--- src/hdl/percentile_hot_cold_classifier_assert.svh ---
// assertion macros shared by the hot/cold classifier rtl
`ifndef PERCENTILE_HOT_COLD_CLASSIFIER_ASSERT_SVH
`define PERCENTILE_HOT_COLD_CLASSIFIER_ASSERT_SVH
`ifndef SYNTHESIS
`define PHC_ASSERT(lbl, clk, rst_n, prop, msg) \
    lbl: assert property (@(posedge clk) disable iff (!rst_n) prop) \
        else $error(msg);
`define PHC_ASSERT_ALWAYS(lbl, clk, prop, msg) \
    lbl: assert property (@(posedge clk) prop) \
        else $error(msg);
`else
`define PHC_ASSERT(lbl, clk, rst_n, prop, msg)
`define PHC_ASSERT_ALWAYS(lbl, clk, prop, msg)
`endif
`endif

--- src/hdl/phc_pkg.sv ---
// shared types and constants for the hot/cold classifier
`default_nettype none
package phc_pkg;

    localparam int MAX_REGIONS = 64;
    localparam int ADDR_W      = 6;
    localparam int CNT_W       = $clog2(MAX_REGIONS + 1);
    localparam int HOT_W       = 32;
    localparam int NODE_W      = 6;
    localparam int PCT_W       = 14;
    localparam int K_W         = 6;
    localparam int PROD_W      = 20;
    localparam int CFG_IDX_W   = 2;
    localparam int CFG_DATA_W  = 14;

    // floor(x / 10000) == (x * RECIP_MUL) >> RECIP_SHIFT for every x below 2^PROD_W
    localparam int RECIP_W     = 21;
    localparam int RECIP_SHIFT = 34;
    localparam int QPROD_W     = PROD_W + RECIP_W;
    localparam logic [RECIP_W-1:0] RECIP_MUL = RECIP_W'(1717987);

    localparam logic [PCT_W-1:0]  PCT_FULL      = PCT_W'(10000);
    localparam logic [PCT_W-1:0]  PCT_RESET     = PCT_W'(9000);
    localparam logic [NODE_W-1:0] HOT_TIER_RST  = NODE_W'(0);
    localparam logic [NODE_W-1:0] COLD_TIER_RST = NODE_W'(1);

    localparam logic [CFG_IDX_W-1:0] CFG_PCT  = CFG_IDX_W'(0);
    localparam logic [CFG_IDX_W-1:0] CFG_HOT  = CFG_IDX_W'(1);
    localparam logic [CFG_IDX_W-1:0] CFG_COLD = CFG_IDX_W'(2);

    typedef struct packed {
        logic load;
        logic calc;
        logic div_step;
        logic sel_init;
        logic rd_en;
        logic acc;
        logic decide;
        logic thr_set;
        logic out_load;
        logic batch_clr;
    } t_dp_cmd;

    typedef struct packed {
        logic any_nonzero;
        logic idx_last;
        logic bit_last;
        logic rd_final;
        logic out_free;
    } t_dp_sts;

endpackage
`default_nettype wire

--- src/hdl/phc_ctrl.sv ---
// sequencing state machine for load, rank, selection and result phases
`default_nettype none
`include "percentile_hot_cold_classifier_assert.svh"
module phc_ctrl (
    input  wire               i_clk,
    input  wire               i_rst_n,
    input  wire               i_valid,
    input  wire               i_batch_end,
    output logic              o_stall,
    output phc_pkg::t_dp_cmd  o_cmd,
    input  phc_pkg::t_dp_sts  i_sts
);

    localparam logic [3:0] ST_LOAD       = 4'd0;
    localparam logic [3:0] ST_CALC       = 4'd1;
    localparam logic [3:0] ST_DIV        = 4'd2;
    localparam logic [3:0] ST_SEL_SCAN   = 4'd3;
    localparam logic [3:0] ST_SEL_DRAIN  = 4'd4;
    localparam logic [3:0] ST_SEL_DECIDE = 4'd5;
    localparam logic [3:0] ST_THR        = 4'd6;
    localparam logic [3:0] ST_EMIT_RD    = 4'd7;
    localparam logic [3:0] ST_EMIT_LD    = 4'd8;

    logic [3:0] r_state;
    logic [3:0] n_state;
    logic       w_accept;

    assign o_stall  = (r_state != ST_LOAD);
    assign w_accept = i_valid && (r_state == ST_LOAD);

    always_comb begin
        n_state = r_state;
        o_cmd   = '0;
        case (r_state)
            ST_LOAD: begin
                o_cmd.load = w_accept;
                if (w_accept && i_batch_end) begin
                    n_state = ST_CALC;
                end
            end
            ST_CALC: begin
                o_cmd.calc = 1'b1;
                n_state = i_sts.any_nonzero ? ST_DIV : ST_THR;
            end
            ST_DIV: begin
                // rank quotient is registered into r_k in this state
                o_cmd.div_step = 1'b1;
                o_cmd.sel_init = 1'b1;
                n_state = ST_SEL_SCAN;
            end
            ST_SEL_SCAN: begin
                o_cmd.rd_en = 1'b1;
                o_cmd.acc   = 1'b1;
                if (i_sts.idx_last) begin
                    n_state = ST_SEL_DRAIN;
                end
            end
            ST_SEL_DRAIN: begin
                // last read of the pass lands here
                o_cmd.acc = 1'b1;
                n_state = ST_SEL_DECIDE;
            end
            ST_SEL_DECIDE: begin
                o_cmd.decide = 1'b1;
                n_state = i_sts.bit_last ? ST_THR : ST_SEL_SCAN;
            end
            ST_THR: begin
                o_cmd.thr_set = 1'b1;
                n_state = ST_EMIT_RD;
            end
            ST_EMIT_RD: begin
                o_cmd.rd_en = 1'b1;
                n_state = ST_EMIT_LD;
            end
            ST_EMIT_LD: begin
                if (i_sts.out_free) begin
                    o_cmd.out_load = 1'b1;
                    if (i_sts.rd_final) begin
                        o_cmd.batch_clr = 1'b1;
                        n_state = ST_LOAD;
                    end else begin
                        n_state = ST_EMIT_RD;
                    end
                end
            end
            default: begin
                n_state = ST_LOAD;
            end
        endcase
    end

    always_ff @(posedge i_clk) begin
        if (!i_rst_n) begin
            r_state <= ST_LOAD;
        end else begin
            r_state <= n_state;
        end
    end

    `PHC_ASSERT(a_sel_needs_nonzero, i_clk, i_rst_n, (r_state == ST_SEL_SCAN) |-> i_sts.any_nonzero, "selection pass on an all-silent batch")
    `PHC_ASSERT(a_load_after_final, i_clk, i_rst_n, ($past(r_state) == ST_EMIT_LD && r_state == ST_LOAD) |-> $past(i_sts.rd_final), "batch closed before its last result")
    `PHC_ASSERT(a_out_load_free, i_clk, i_rst_n, o_cmd.out_load |-> i_sts.out_free, "result loaded over a waiting result")

endmodule
`default_nettype wire

--- src/hdl/phc_dp.sv ---
// datapath: config registers, region stores, rank divider, radix select, output register
`default_nettype none
`include "percentile_hot_cold_classifier_assert.svh"
module phc_dp (
    input  wire                              i_clk,
    input  wire                              i_rst_n,
    input  wire                              i_cfg_we,
    input  wire  [phc_pkg::CFG_IDX_W-1:0]    i_cfg_idx,
    input  wire  [phc_pkg::CFG_DATA_W-1:0]   i_cfg_data,
    input  wire  [phc_pkg::HOT_W-1:0]        i_region_hotness,
    input  wire  [phc_pkg::NODE_W-1:0]       i_present_node,
    input  wire                              i_stall,
    input  phc_pkg::t_dp_cmd                 i_cmd,
    output phc_pkg::t_dp_sts                 o_sts,
    output logic                             o_valid,
    output logic [phc_pkg::ADDR_W-1:0]       o_region_slot,
    output logic [phc_pkg::NODE_W-1:0]       o_chosen_node,
    output logic [phc_pkg::HOT_W-1:0]        o_applied_threshold,
    output logic                             o_final_result
);

    // configuration
    logic [phc_pkg::PCT_W-1:0]  r_pct;
    logic [phc_pkg::NODE_W-1:0] r_hot_tier;
    logic [phc_pkg::NODE_W-1:0] r_cold_tier;

    // batch bookkeeping
    logic [phc_pkg::CNT_W-1:0]  r_count;
    logic                       r_any;
    logic [phc_pkg::CNT_W-1:0]  r_idx;
    logic [phc_pkg::CNT_W-1:0]  w_n_m1;
    logic                       w_wr_en;

    // region stores
    logic [phc_pkg::HOT_W-1:0]  mem_hot  [phc_pkg::MAX_REGIONS];
    logic [phc_pkg::NODE_W-1:0] mem_node [phc_pkg::MAX_REGIONS];
    logic [phc_pkg::HOT_W-1:0]  r_rd_hot;
    logic [phc_pkg::NODE_W-1:0] r_rd_node;
    logic                       r_rd_vld;
    logic [phc_pkg::ADDR_W-1:0] r_rd_slot;
    logic                       r_rd_final;

    // rank and selection
    logic [phc_pkg::PCT_W-1:0]   w_pct_sat;
    logic [phc_pkg::PROD_W-1:0]  r_prod;
    logic [phc_pkg::QPROD_W-1:0] w_quot_full;
    logic [phc_pkg::K_W-1:0]     r_k;
    logic [phc_pkg::HOT_W-1:0]   r_prefix;
    logic [phc_pkg::HOT_W-1:0]   r_hi_mask;
    logic [phc_pkg::HOT_W-1:0]   r_bit_sel;
    logic [phc_pkg::CNT_W-1:0]   r_cnt;
    logic                        w_match;
    logic                        w_take_zero;
    logic [phc_pkg::HOT_W-1:0]   r_thr;
    logic [phc_pkg::NODE_W-1:0]  w_chosen;

    // configuration writes
    always_ff @(posedge i_clk) begin
        if (!i_rst_n) begin
            r_pct       <= phc_pkg::PCT_RESET;
            r_hot_tier  <= phc_pkg::HOT_TIER_RST;
            r_cold_tier <= phc_pkg::COLD_TIER_RST;
        end else if (i_cfg_we) begin
            case (i_cfg_idx)
                phc_pkg::CFG_PCT:  r_pct       <= i_cfg_data[phc_pkg::PCT_W-1:0];
                phc_pkg::CFG_HOT:  r_hot_tier  <= i_cfg_data[phc_pkg::NODE_W-1:0];
                phc_pkg::CFG_COLD: r_cold_tier <= i_cfg_data[phc_pkg::NODE_W-1:0];
                default: begin
                end
            endcase
        end
    end

    assign w_wr_en = i_cmd.load && (r_count < phc_pkg::CNT_W'(phc_pkg::MAX_REGIONS));
    assign w_n_m1  = r_count - phc_pkg::CNT_W'(1);

    always_ff @(posedge i_clk) begin
        if (!i_rst_n) begin
            r_count <= '0;
            r_any   <= 1'b0;
        end else if (i_cmd.batch_clr) begin
            r_count <= '0;
            r_any   <= 1'b0;
        end else if (w_wr_en) begin
            r_count <= r_count + phc_pkg::CNT_W'(1);
            r_any   <= r_any || (i_region_hotness != '0);
        end
    end

    always_ff @(posedge i_clk) begin
        if (w_wr_en) begin
            mem_hot[r_count[phc_pkg::ADDR_W-1:0]]  <= i_region_hotness;
            mem_node[r_count[phc_pkg::ADDR_W-1:0]] <= i_present_node;
        end
        if (i_cmd.rd_en) begin
            r_rd_hot  <= mem_hot[r_idx[phc_pkg::ADDR_W-1:0]];
            r_rd_node <= mem_node[r_idx[phc_pkg::ADDR_W-1:0]];
        end
    end

    always_ff @(posedge i_clk) begin
        if (!i_rst_n) begin
            r_idx    <= '0;
            r_rd_vld <= 1'b0;
        end else begin
            r_rd_vld <= i_cmd.rd_en;
            if (i_cmd.sel_init || i_cmd.decide || i_cmd.thr_set) begin
                r_idx <= '0;
            end else if (i_cmd.rd_en) begin
                r_idx <= r_idx + phc_pkg::CNT_W'(1);
            end
        end
    end

    always_ff @(posedge i_clk) begin
        if (i_cmd.rd_en) begin
            r_rd_slot  <= r_idx[phc_pkg::ADDR_W-1:0];
            r_rd_final <= (r_idx == w_n_m1);
        end
    end

    // rank = pct * (n - 1) / 10000 through a reciprocal multiply, exact for these products
    assign w_pct_sat   = (r_pct > phc_pkg::PCT_FULL) ? phc_pkg::PCT_FULL : r_pct;
    assign w_quot_full = phc_pkg::QPROD_W'(r_prod) * phc_pkg::QPROD_W'(phc_pkg::RECIP_MUL);

    // candidate matches prefix above the current bit and has a zero there
    assign w_match     = (((r_rd_hot ^ r_prefix) & r_hi_mask) == '0)
                         && ((r_rd_hot & r_bit_sel) == '0);
    assign w_take_zero = ({1'b0, r_k} < r_cnt);

    always_ff @(posedge i_clk) begin
        if (i_cmd.calc) begin
            r_prod <= phc_pkg::PROD_W'(w_pct_sat)
                      * phc_pkg::PROD_W'(w_n_m1[phc_pkg::K_W-1:0]);
            r_k    <= '0;
        end else if (i_cmd.div_step) begin
            r_k <= w_quot_full[phc_pkg::RECIP_SHIFT+phc_pkg::K_W-1:phc_pkg::RECIP_SHIFT];
        end else if (i_cmd.decide) begin
            if (!w_take_zero) begin
                r_k <= r_k - r_cnt[phc_pkg::K_W-1:0];
            end
        end
    end

    always_ff @(posedge i_clk) begin
        if (i_cmd.sel_init) begin
            r_prefix  <= '0;
            r_hi_mask <= '0;
            r_bit_sel <= {1'b1, {(phc_pkg::HOT_W-1){1'b0}}};
            r_cnt     <= '0;
        end else if (i_cmd.decide) begin
            if (!w_take_zero) begin
                r_prefix <= r_prefix | r_bit_sel;
            end
            r_hi_mask <= {1'b1, r_hi_mask[phc_pkg::HOT_W-1:1]};
            r_bit_sel <= {1'b0, r_bit_sel[phc_pkg::HOT_W-1:1]};
            r_cnt     <= '0;
        end else if (i_cmd.acc && r_rd_vld && w_match) begin
            r_cnt <= r_cnt + phc_pkg::CNT_W'(1);
        end
    end

    always_ff @(posedge i_clk) begin
        if (i_cmd.thr_set) begin
            if (!r_any) begin
                r_thr <= '0;
            end else if (r_prefix == '0) begin
                r_thr <= phc_pkg::HOT_W'(1);
            end else begin
                r_thr <= r_prefix;
            end
        end
    end

    assign w_chosen = !r_any ? r_rd_node
                    : ((r_rd_hot >= r_thr) ? r_hot_tier : r_cold_tier);

    // result register
    always_ff @(posedge i_clk) begin
        if (!i_rst_n) begin
            o_valid <= 1'b0;
        end else if (i_cmd.out_load) begin
            o_valid <= 1'b1;
        end else if (!i_stall) begin
            o_valid <= 1'b0;
        end
    end

    always_ff @(posedge i_clk) begin
        if (i_cmd.out_load) begin
            o_region_slot       <= r_rd_slot;
            o_chosen_node       <= w_chosen;
            o_applied_threshold <= r_thr;
            o_final_result      <= r_rd_final;
        end
    end

    assign o_sts.any_nonzero = r_any;
    assign o_sts.idx_last    = (r_idx == w_n_m1);
    assign o_sts.bit_last    = r_bit_sel[0];
    assign o_sts.rd_final    = r_rd_final;
    assign o_sts.out_free    = !o_valid || !i_stall;

    `PHC_ASSERT(a_count_bound, i_clk, i_rst_n, r_count <= phc_pkg::CNT_W'(phc_pkg::MAX_REGIONS), "region count past capacity")
    `PHC_ASSERT(a_final_slot, i_clk, i_rst_n, (i_cmd.out_load && r_rd_final) |-> (r_rd_slot == w_n_m1[phc_pkg::ADDR_W-1:0]), "last result not on last slot")
    `PHC_ASSERT(a_result_held, i_clk, i_rst_n, (o_valid && i_stall) |=> o_valid, "stalled result dropped")

endmodule
`default_nettype wire

--- src/hdl/percentile_hot_cold_classifier.sv ---
// Percentile hot/cold classifier: loads a batch of region records, then
// gives one placement result per stored region in load order.
// Input channel (i_valid / o_stall): one region per request, one per cycle
// while loading; the request with i_batch_end high closes the batch. Requests
// past 64 stored regions are dropped, but their batch_end still closes it.
// After the closing request o_stall stays high until the last result of the
// batch has been loaded into the output register.
// Output channel (o_valid / i_stall): one request per region; o_final_result
// marks the last one. A stalled result holds. Each result is read from the
// region store, then loaded into the output register. Before the first
// result a bitwise rank selection makes one pass over the region store per
// threshold bit, with one store read per cycle; it is skipped if every region
// was silent. The user must see to it that configuration
// (i_cfg_we / i_cfg_idx / i_cfg_data) is written while idle; the block does
// not enforce it. Synchronous reset clears the batch and restores percentile
// 90.00, hot node 0 and cold node 1; stored region contents are not cleared.
`default_nettype none
module percentile_hot_cold_classifier (
    input  wire                              i_clk,
    input  wire                              i_rst_n,
    input  wire                              i_cfg_we,
    input  wire  [phc_pkg::CFG_IDX_W-1:0]    i_cfg_idx,
    input  wire  [phc_pkg::CFG_DATA_W-1:0]   i_cfg_data,
    input  wire                              i_valid,
    output logic                             o_stall,
    input  wire  [phc_pkg::HOT_W-1:0]        i_region_hotness,
    input  wire  [phc_pkg::NODE_W-1:0]       i_present_node,
    input  wire                              i_batch_end,
    output logic                             o_valid,
    input  wire                              i_stall,
    output logic [phc_pkg::ADDR_W-1:0]       o_region_slot,
    output logic [phc_pkg::NODE_W-1:0]       o_chosen_node,
    output logic [phc_pkg::HOT_W-1:0]        o_applied_threshold,
    output logic                             o_final_result
);

    phc_pkg::t_dp_cmd w_cmd;
    phc_pkg::t_dp_sts w_sts;

    phc_ctrl u_ctrl (
        .i_clk       (i_clk),
        .i_rst_n     (i_rst_n),
        .i_valid     (i_valid),
        .i_batch_end (i_batch_end),
        .o_stall     (o_stall),
        .o_cmd       (w_cmd),
        .i_sts       (w_sts)
    );

    phc_dp u_dp (
        .i_clk               (i_clk),
        .i_rst_n             (i_rst_n),
        .i_cfg_we            (i_cfg_we),
        .i_cfg_idx           (i_cfg_idx),
        .i_cfg_data          (i_cfg_data),
        .i_region_hotness    (i_region_hotness),
        .i_present_node      (i_present_node),
        .i_stall             (i_stall),
        .i_cmd               (w_cmd),
        .o_sts               (w_sts),
        .o_valid             (o_valid),
        .o_region_slot       (o_region_slot),
        .o_chosen_node       (o_chosen_node),
        .o_applied_threshold (o_applied_threshold),
        .o_final_result      (o_final_result)
    );

endmodule
`default_nettype wire

--- config.mk ---
export PLATFORM = sky130hd
export DESIGN_NAME = percentile_hot_cold_classifier
export DESIGN_NICKNAME = d
export VERILOG_FILES = /design/src/hdl/phc_pkg.sv /design/src/hdl/phc_ctrl.sv /design/src/hdl/phc_dp.sv /design/src/hdl/percentile_hot_cold_classifier.sv
export VERILOG_INCLUDE_DIRS = /design/src /design/src/hdl
export SDC_FILE = /design/constraint.sdc
export NUM_CORES = 2
export LEC_CHECK = 0
export ABC_CLOCK_PERIOD_IN_PS = 19300
export BUFFER_PORTS_ARGS = -buffer_cell sky130_fd_sc_hd__clkbuf_2
export CELL_PAD_IN_SITES_DETAIL_PLACEMENT = 0
export CELL_PAD_IN_SITES_GLOBAL_PLACEMENT = 1
export CORE_MARGIN = 8
export CORE_UTILIZATION = 45
export DETAILED_ROUTE_END_ITERATION = 10
export GPL_TIMING_DRIVEN = 1
export PLACE_DENSITY = 0.63
export REMOVE_ABC_BUFFERS = 1
export SYNTH_ARGS = -nofsm -noshare
export SYNTH_HDL_FRONTEND = slang
export SYNTH_SLANG_ARGS = --single-unit
--- constraint.sdc ---
create_clock -name i_clk -period 19.3 [get_ports i_clk]
set_input_delay 1.93 -clock i_clk [delete_from_list [all_inputs] [get_ports i_clk]]
set_output_delay 1.93 -clock i_clk [all_outputs]
set_load 0.005 [all_outputs]
==> metrics.md <==
| Metric | Value |
|---|---|
| HPWL after DPL | 177000 um |
| FF-to-FF setup slack | 12470 ps |
| Actual slew at the worst max-slew pin | between 1000 and 1500 ps |
| WHS Endpoint | u_dp.o_region_slot[1] |
| Die height | 519 um |
| Largest net degree at the start of global routing | approximately 130 |
| Reg clk slew, reported paths | approximately 50 ps |
| Worst path top cell family by delay | adder cells |
| Global-route wire length before repair | between 400000 and 500000 um |
| Slew Limit Fails | 0 |
| Final hold violation count | 0 |
| Max incr delay on CP | about 560 ps |
| Vias in the first global route | slightly below 60000 |
| Async SR Flop Fraction | 0% |
| Cell Rows | roughly 180 |
| Via-per-instance ratio | about 5.9 |
| Initial antenna violation count | 34 |
| CTS tree | done |
| Die Wd | slightly above 500 um |
| Routed Antenna Nets | 0 |
| Hold Path Depth | 0 |
| Busiest grt layer | met2 |
| HP Class | register to register |
| Worst Path Class, Setup | register to register |
| # H-tree levels | 5 |
| R2r worst-path depth | 22 |
| Drt total wl | ~310000 um |
| R2r startpoint | u_dp.r_prod[7] |
| Remaining Overflow, GRT | 0 |
| 1st-pass router iterations | 5 |
| Number of enable flip-flop cells after synthesis | around 2600 |
| Slowest-stage cell, CP | fa_1 |
| Synth Warn # | 0 |
| Reg-to-reg endpoint | u_dp.r_k[3] |
| Final setup fails | 0 |
| Yosys cell types | 69 |
| CP endpoint kind | register |
| RSZ-0062 raised after global routing | no |
| WP data arrival | around 7600 ps |
| Top cell type's share of synthesized area | between 60% and 70% |
| Clk_skew | between 50 and 60 ps |
| Sequential fraction of the synthesis area | ~71% |
| Crit path required time | about 20000 ps |
| Part of the cycle the worst path needs | between 30% and 40% |
| Post-Synthesis Cell Area | between 100000 and 150000 um2 |
| CP Buf/Inv Count | 6 |
| Per-cell routed wire length | roughly 32 um |
| P&R area growth vs syn | 12.9% |
| Top-count cell post-synth | edfxtp_1 |
| Cell Chain, Critical Path | ha_1 -> inv_1 -> fa_1 -> fa_1 -> inv_1 -> fa_1 -> inv_1 -> fa_1 -> inv_1 -> fa_1 -> inv_1 -> fa_1 -> inv_1 -> ha_1 -> and4_1 -> a221oi_1 -> o22ai_1 -> a221oi_1 -> a21boi_1 -> or3_1 -> a21oi_1 -> a211oi_1 |
| CP Launch Point | u_dp.r_prod[7] |
| Predominant post-synthesis flop cell | edfxtp_1 |
| Initial Utilization | a little under half |
| Met3 GRT Util | approximately 5.7% |
| Total core area | around 250000 um2 |
| Synth top cells by count | edfxtp_1, mux4_2, inv_1 |
| FMAX | 0.146 GHz |
| Synth area leader | edfxtp_1 |
| Grt met1 use | a little over 30% |
| Post-Syn Instances | 5632 |
| Max-cap violations | 0 |
| Via count | ~56000 |
| Die Area | 269000 um2 |
| Worst-path fanout max | 6 |
| Crit start category | register |
| Largest cells by area after synthesis | edfxtp_1, mux4_2, fa_1 |
| Grt met2 use | 36.8% |
| Nets@finish | 6468 |
| Relative slew slack | 15.9% |
| Number of port buffers | 106 |
| Share of cells above drive strength 1 | between 20 and 30% |
| Status | completed |
| TritonCTS Buffers | around 300 |
| Post-CTS Setup Bufs | 0 |
| Placement Setup Slack | around 12000 ps |
| Min-Delay Startpoint | u_dp.r_rd_slot[1] |
| Crit path time final | 6830 ps |
| WHS | between 400 and 500 ps |
| Routability congestion estimate | a little over 0.8 |
| GRT Overall Usage | a little under a quarter |
| DRT iter0 DRCs | approximately 6400 |
| Setup WS post-layout | ~12000 ps |
| Mapped Avg Cell Area | between 20 and 25 um2 |
| Clock Latency Late Sink | 940 ps |
| Clk buf depth | 4 |
| Post-CTS sizing | 0 |
| Seq cells post-synth | around 2700 |
| I/O pin total | approximately 110 |
| CTS root buf | clkbuf_16 |
| CTS Sinks | around 2700 |
| DRC | 0 |
| Cts-stage hold buffer count | 0 |
cell usage in the layout, fill, tap and decap left out, types with 16 or more instances in the layout:
master and instances:
a21o_1 19, a21oi_1 134, and2_1 41, buf_4 144, bufinv_16 18, clkbuf_1 59, clkbuf_16 307, clkbuf_2 106
clkinv_1 62, clkinv_2 40, dfxtp_1 150, edfxtp_1 2574, fa_1 205, ha_1 258, inv_1 359, mux2i_1 18
mux4_2 798, nand2_1 258, nand2b_1 29, nand3_1 29, nand4_1 19, nor2_1 102, nor2_4 66, nor2b_1 23
nor4_1 17, o21ai_0 16, xnor2_1 29, xor2_1 52
final cells by class:
| class | instances | area, um2 |
|---|---|---|
| fillers | 20182 | 123000 |
| flip-flops and latches | 2730 | 80400 |
| multi-input cells | 2299 | 31600 |
| clock buffers | 373 | 8000 |
| well taps | 3348 | 4190 |
| repair buffers | 252 | 1650 |
| inverters | 359 | 1350 |
| clock inverters | 143 | 1190 |
| diodes | 6 | 15.0 |
worst max-delay path by stage:
stage	endpoint	slack [ps]	cells past startpoint
after floorplan	u_dp.r_rd_slot[0]	-8600	0
after global routing	u_dp.r_k[4]	11950	23
after detailed placement	u_dp.r_k[3]	12470	23
after global placement	u_dp.r_k[4]	12410	23
final	u_dp.r_k[3]	12470	22
after CTS	u_dp.r_k[3]	12440	22
metal layers:
metal / part of all wire [%] / wire length [um] / vias up
li1: - / - / 23170
met1: 41 / 125000 / 30320
met2: 48 / 149000 / 2253
met3: 8.7 / 26700 / 433
met4: 2.3 / 7030 / 2
met5: 0.0055 / 17 / -
cells by family after synthesis:
group | share of synthesized area, %
buffers and inverters | 2.00
AND/OR/NAND/NOR | 2.68
flip-flops | 70.7
adder cells (fa/ha/maj) | 6.45
multiplexers | 16.0
AO/OA/AOI/OAI | 1.58
XOR/XNOR | 0.624
state kept, by name, summed over array words and instances, names as in the netlist, 7 cells and up:
register                  count
u_dp.r_thr                   32
u_dp.r_pct                   14
u_dp.r_count                  7
u_dp.r_rd_hot                32
u_dp.r_hi_mask               32
u_dp.r_idx                    7
u_dp.r_cnt                    7
u_dp.o_applied_threshold     32
u_dp.mem_node               384
u_dp.r_prod                  20
u_dp.r_bit_sel               32
u_dp.mem_hot               2048
u_dp.r_prefix                32
worst register-to-register path, stage by stage (launching register included):
cell      delay, ps
edfxtp_1        530
ha_1            440
inv_1           130
fa_1            460
fa_1            550
inv_1            60
fa_1            560
inv_1            60
fa_1            480
inv_1            50
fa_1            500
inv_1            60
fa_1            480
inv_1            40
ha_1            300
and4_1          220
a221oi_1        270
o22ai_1         280
a221oi_1        500
a21boi_1        180
or3_1           330
a21oi_1         160
a211oi_1         70
stage by stage:
step | TNS [ps] | util, % | instances | instance area, um2
5_1_grt | 0 | 51.1 | 9505 | 128000
2_1_floorplan | -356450 | - | 5388 | 113000
4_1_cts | 0 | 51.1 | 9504 | 128000
3_3_place_gp | 0 | 47.4 | 8988 | 119000
6_report | 0 | 51.1 | 9510 | 128000
3_5_place_dp | 0 | 47.4 | 8988 | 119000
Power is not shown: default switching activity piles up to over one toggle a cycle in this logic, so the estimate is an artifact.
